--- src/sv/lbmp_pkg.sv ---
`timescale 1ns / 1ps
// ----------------------------------------------------------------------------
// Lucas binomial package
// Shared widths and defaults for the binomial-mod-prime block.
// ----------------------------------------------------------------------------
package lbmp_pkg;

    // Width of a residue, of a table entry and of the modulus register.
    localparam int VAL_W = 17;

    localparam int DEF_TABLE_DEPTH = 131072;
    localparam int DEF_ARG_BITS    = 48;

    localparam logic [VAL_W-1:0] MOD_RESET = 17'd2;

    // Request kind carried in the input tuser.
    typedef enum logic {
        KIND_REBUILD = 1'b0,
        KIND_QUERY   = 1'b1
    } kind_t;

endpackage

--- src/sv/lbmp_divider.sv ---
`timescale 1ns / 1ps
// ----------------------------------------------------------------------------
// Restoring divider
// Divides a wide dividend by the modulus one bit per cycle, giving the
// quotient and a remainder below the modulus.
// ----------------------------------------------------------------------------
module lbmp_divider #(
    parameter int DW = 48
) (
    input  logic                        clk,
    input  logic                        rst_n,
    input  logic                        start,
    input  logic [DW-1:0]               dividend,
    input  logic [lbmp_pkg::VAL_W-1:0]  divisor,
    output logic                        busy,
    output logic                        done,
    output logic [DW-1:0]               quot,
    output logic [lbmp_pkg::VAL_W-1:0]  rem
);

    localparam int VW = lbmp_pkg::VAL_W;
    localparam int CW = (DW > 1) ? $clog2(DW) : 1;

    logic          busy_reg, busy_next;
    logic          done_reg, done_next;
    logic [CW-1:0] cnt_reg, cnt_next;
    logic [DW-1:0] dvd_reg, dvd_next;
    logic [VW-1:0] rem_reg, rem_next;
    logic [VW:0]   trial;
    logic          qbit;

    always_comb
    begin
        trial     = {rem_reg, dvd_reg[DW-1]};
        qbit      = (trial >= {1'b0, divisor});
        busy_next = busy_reg;
        done_next = 1'b0;
        cnt_next  = cnt_reg;
        dvd_next  = dvd_reg;
        rem_next  = rem_reg;
        if (start)
        begin
            busy_next = 1'b1;
            cnt_next  = '0;
            dvd_next  = dividend;
            rem_next  = '0;
        end
        else if (busy_reg)
        begin
            // The trial value stays below twice the divisor, so one subtract suffices.
            rem_next = qbit ? VW'(trial - {1'b0, divisor}) : trial[VW-1:0];
            dvd_next = {dvd_reg[DW-2:0], qbit};
            cnt_next = cnt_reg + 1'b1;
            if (cnt_reg == CW'(DW - 1))
            begin
                busy_next = 1'b0;
                done_next = 1'b1;
            end
        end
    end

    always_ff @(posedge clk or negedge rst_n)
    begin
        if (!rst_n)
        begin
            busy_reg <= 1'b0;
            done_reg <= 1'b0;
            cnt_reg  <= '0;
        end
        else
        begin
            busy_reg <= busy_next;
            done_reg <= done_next;
            cnt_reg  <= cnt_next;
        end
    end

    always_ff @(posedge clk)
    begin
        dvd_reg <= dvd_next;
        rem_reg <= rem_next;
    end

    assign busy = busy_reg;
    assign done = done_reg;
    assign quot = dvd_reg;
    assign rem  = rem_reg;

endmodule

--- config.mk ---
export PLATFORM = sky130hd
export DESIGN_NAME = lbmp_divider
export DESIGN_NICKNAME = d
export VERILOG_FILES = /design/src/sv/lbmp_pkg.sv /design/src/sv/lbmp_divider.sv
export SDC_FILE = /design/constraint.sdc
export NUM_CORES = 1
export LEC_CHECK = 0
export ABC_AREA = 1
export BUFFER_PORTS_ARGS = -buffer_cell sky130_fd_sc_hd__buf_2
export CORE_ASPECT_RATIO = 1.25
export CORE_MARGIN = 1.5
export CORE_UTILIZATION = 45
export DETAILED_ROUTE_END_ITERATION = 7
export GPL_TIMING_DRIVEN = 1
export PLACE_DENSITY = 0.7
export SETUP_SLACK_MARGIN = 0.15
export SLEW_MARGIN = 20
export SYNTH_ARGS = -nofsm -noshare
export SYNTH_HDL_FRONTEND = slang
export SYNTH_SLANG_ARGS = --single-unit
--- constraint.sdc ---
create_clock -name clk -period 5.4 [get_ports clk]
set_clock_uncertainty 0.1 [all_clocks]
set_input_delay 0.81 -clock clk [delete_from_list [all_inputs] [get_ports clk]]
set_output_delay 0.81 -clock clk [all_outputs]
set_load 0.03 [all_outputs]
-- Word-level counts from Yosys, hierarchy flattened
Index checks and enable logic that the tools add are counted.
Widths: inputs -> output; s select.
- register bits after elaboration: 73
- latch bits: 0
- bits in writable memories: 0
- memory bits (read-only): 0
- bits of input ports: 68
- output and inout bits: 67
- word-level logic and storage cells: 21
- memories: 0
- add/sub/neg operators: 2
- $mul: 0
- div/mod/pow operators: 0
- order comparisons: 1
- eq/ne operators: 1
- shifts and indexed selects: 0
- muxes and demuxes: 11
- bitwise gates (word level): 0
- reductions and logical operators: 1
- operators by type and width (cell ; count):
    $mux 48 ; 2
    $ge 18x17->1 ; 1
    $mux 17 ; 1
    $sub 17x17->17 ; 1
    $mux 6 ; 2
    $add 6x1->6 const B ; 1
    $eq 6x6->1 const B ; 1
    $mux 1 ; 6
    $reduce_bool 2->1 ; 1

-- Longest topological paths before layout
- depth in word-level cells: 4
- gate-level depth with buffers: 16
- gate-level depth less buffers: 15

-- Worst setup path before layout
Ideal clock, no wire load.
- kind: input to register
- start point: input start
- end point: register dvd_reg[0] (netlist: quot[0]) (enable)
- setup time: 402 ps
- arrival time: 2372 ps
- required time: 4898 ps
- slack: 2525 ps
- stages: 4
- buffers on the path: 2
- cell sequence: clkbuf_1 -> nor2_1 -> clkbuf_1 -> inv_1
- word-level cells in the longest chain between the ends: 1
- RTL lines (item ; RTL line ; text):
    start, declared ; lbmp_divider.sv:12 ; input logic start,
    $reduce_bool 2->1 (no source line) ; - ;
    end signal, assigned ; lbmp_divider.sv:80 ; dvd_reg <= dvd_next;
    end, declared ; lbmp_divider.sv:27 ; logic [DW-1:0] dvd_reg, dvd_next;
No other way between the ends.
A chain may end at the register's enable or synchronous reset.

-- Worst setup path after layout
- start point: input divisor[0] (netlist name)
- end point: register rem_reg[13] (netlist: rem[13])
- word-level cells in the longest chain between the ends: 2
- elaborated cells on any way between the ends: 3
- classes of those cells: 1 x add/sub; 1 x order compare; 1 x mux
- RTL lines (item ; RTL line ; text):
    start, declared ; lbmp_divider.sv:14 ; input logic [lbmp_pkg::VAL_W-1:0] divisor,
    $sub 17x17->17 / $ge 18x17->1 (equally long branches) ; lbmp_divider.sv:51, lbmp_divider.sv:35 ;
    $mux 17 * ; lbmp_divider.sv:51 ; rem_next = qbit ? VW'(trial - {1'b0, divisor}) : trial[VW-1:0];
    end signal, assigned ; lbmp_divider.sv:81 ; rem_reg <= rem_next;
    end, declared ; lbmp_divider.sv:28 ; logic [VW-1:0] rem_reg, rem_next;
Mark *: on every way between the ends. The rest lies on a longest branch, timed or not.

==> impl_metrics.env <==
export IMPL_vias=4235
export IMPL_wire_per_inst_um=12.9
export IMPL_placed_area_mm2=0.00524
export IMPL_synth_area_leaders="edfxtp_1 32%, nand2_1 24%, dfxtp_1 7.6%"
export IMPL_dp_hpwl_mm=8.48
export IMPL_place_congestion=0.898
export IMPL_synth_area_leader_cell="edfxtp_1"
export IMPL_nNetsFinal=822
export IMPL_drc=0
export IMPL_drtPass1Iterations=4
export IMPL_powerDensity_mw_per_mm2=472
export IMPL_avgSynthCellArea_um2=7.43
export IMPL_clkSinkCount=73
export IMPL_avgViaCountPerCell=4.89
export IMPL_start_util_pct=46.5
export IMPL_period_needed_ns=2.47
export IMPL_grt_max_degree=56
export IMPL_die_w_um=92.3
export IMPL_worst_setup_path_end_kind="flop"
export IMPL_synth_top_area_share_pct=32.1
export IMPL_synth_edff_count=48
export IMPL_die_area_mm2=0.0106
export IMPL_area_delta_synth_final_pct=22.9
export IMPL_cp_start_kind="input port"
export IMPL_cts_root_buffer="clkbuf_16"
export IMPL_syn_area_mm2=0.00449
export IMPL_row_count=40
export IMPL_core_mm2=0.00966
export IMPL_final_area_mm2=0.00551
export IMPL_drv_slew=0
export IMPL_dr_first_iter_drc_count=292
export IMPL_cts_max_path_buffers=2
export IMPL_tns_ns=0
export IMPL_synth_seq_cells=73
export IMPL_path_clk_slew_ns=0.06
export IMPL_synthArstFlopShare_pct=11.0
export IMPL_synth_cells=604
export IMPL_grt_total_usage_pct=21.7
export IMPL_yosysSeqAreaShare_pct=44.2
export IMPL_holdWs_ns=0.217
export IMPL_hold_viol_final=0
export IMPL_min_path_type="input port to async pin"
export IMPL_grt_overflow=0
export IMPL_critPathMaxFanout=19
export IMPL_max_cap_violations=0
export IMPL_clock_latency_ns=0.33
export IMPL_ant_nets=0
export IMPL_worst_slew_pin_slew_ns=1.01
export IMPL_critPathRequiredTime_ns=5.57
export IMPL_slew_headroom_pct=32.8
export IMPL_status="finished clean"
export IMPL_num_antenna_cells=0
export IMPL_post_route_period_util_pct=45.8
export IMPL_drive_gt1_share_pct=24.7
export IMPL_cts_resized=0
export IMPL_cts_buffers=9
export IMPL_leakage_nw=3.10
export IMPL_htreeDepth=3
export IMPL_wirelength_mm=11.2
export IMPL_fin_ws_ns=2.93
export IMPL_synth_ff_type="edfxtp_1"
export IMPL_ios=135
export IMPL_ys_types=39
export IMPL_grt_pass1_vias=4034
export IMPL_largest_register_ff_count=48
export IMPL_grt_first_pass_wirelength_mm=18.2
export IMPL_antenna_found_initial=0
export IMPL_critPathKind="input port to flop"
export IMPL_finalSetupViolations=0
export IMPL_numPortBuffers=134
export IMPL_fmax_ghz=0.405
export IMPL_syn_nets=691
export IMPL_cts_setup_buffers=0
export IMPL_arrival_ns=2.64
export IMPL_yosysWarnings=0
export IMPL_rsz0062_at_grt="no"
export IMPL_cts_hold_fix_buffers=0
export IMPL_dp_slack_ns=2.61
export IMPL_cts_tree="yes"
export IMPL_die_height_um=115
export IMPL_ir_drop_uv=292
-- worst paths after layout --
kind | from | endpoint | slack (ns) | cells after the start
max | divisor[0] | rem[13] | 2.93 | 15
min reg2reg | rem[3] | rem[3] | 0.40 | 2
max reg2reg | quot[47] | rem[13] | 2.93 | 15
min in group clk | rem[3] | rem[3] | 0.40 | 2
min | rst_n | cnt_reg[4] | 0.22 | 1
max in group asynchronous | rst_n | busy | 4.81 | 1
-- through the flow --
| stage | power [mW] | utilization, % | std cells |
|---|---|---|---|
| after floorplan | 1.78 | - | 604 |
| after global placement | 2.04 | 54.3 | 850 |
| after detailed placement | 2.06 | 54.3 | 850 |
| after CTS | 2.62 | 57.1 | 866 |
| after global routing | 2.78 | 57.1 | 866 |
| final | 2.61 | 57.1 | 866 |
-- where the power goes --
| part | switching (mW) | internal, mW |
|---|---|---|
| sequential | 0.103 | 0.701 |
| combinational | 0.840 | 0.419 |
| clock | 0.208 | 0.335 |
| total | 1.15 | 1.46 |
-- logic make-up after synthesis --
kind of cell | count (synthesis) | share of synthesized area [%]
compound gates | 19 | 2.40
xor+xnor | 7 | 1.37
fa+ha+maj | 19 | 5.46
buf+inv | 100 | 9.00
flops | 73 | 44.2
simple gates | 386 | 37.6
-- per-layer routing --
layer | vias to the layer above | track usage (%) | part of all wire [%]
met2 | 147 | 36.2 | 48
met4 | 0 | 8.10 | 1.7
li1 | 2140 | - | -
met5 | - | 0 | 0
met3 | 14 | 4.71 | 6.4
met1 | 1934 | 27.6 | 44
-- layout by cell type, fill, tap and decap left out, types with 8 or more instances in the layout --
cell / synthesis / routed
nand2_2: 17 / 17
nand2_1: 282 / 282
edfxtp_1: 48 / 48
ha_1: 18 / 18
nor2_1: 17 / 17
nand3_1: 39 / 39
inv_1: 82 / 81
dfrtp_1: 8 / 8
a21oi_1: 11 / 11
clkbuf_16: 0 / 9
buf_2: 1 / 134
dfxtp_1: 17 / 17
-- final cells by class --
class,instances,area (µm²)
clock inverters,1,3.75
inverters,84,315
fillers,898,4150
flip-flops and latches,73,1980
multi-input cells,431,2100
clock buffers,15,268
repair buffers,136,686
well taps,126,158
-- cells in the mapped netlist (5+ instances only) --
library cell / count
a21oi_1: 11
clkbuf_1: 11
dfrtp_1: 8
dfxtp_1: 17
edfxtp_1: 48
ha_1: 18
inv_1: 82
nand2_1: 282
nand2_2: 17
nand3_1: 39
nand3_2: 5
nor2_1: 17
nor3_1: 5
xnor2_1: 5
-- worst max-delay path, cell delays in order --
cell	delay, ns
buf_2	0.08
ha_1	0.13
inv_1	0.07
fa_1	0.42
nand2_1	0.09
nand2_1	0.09
nand3_2	0.08
nand2_2	0.07
nand2_2	0.07
nand2_2	0.07
nand2_4	0.22
nand2_8	0.16
nand2_1	0.12
nand3_1	0.07
nand2_1	0.09
Power figures use the tool's default switching activity.
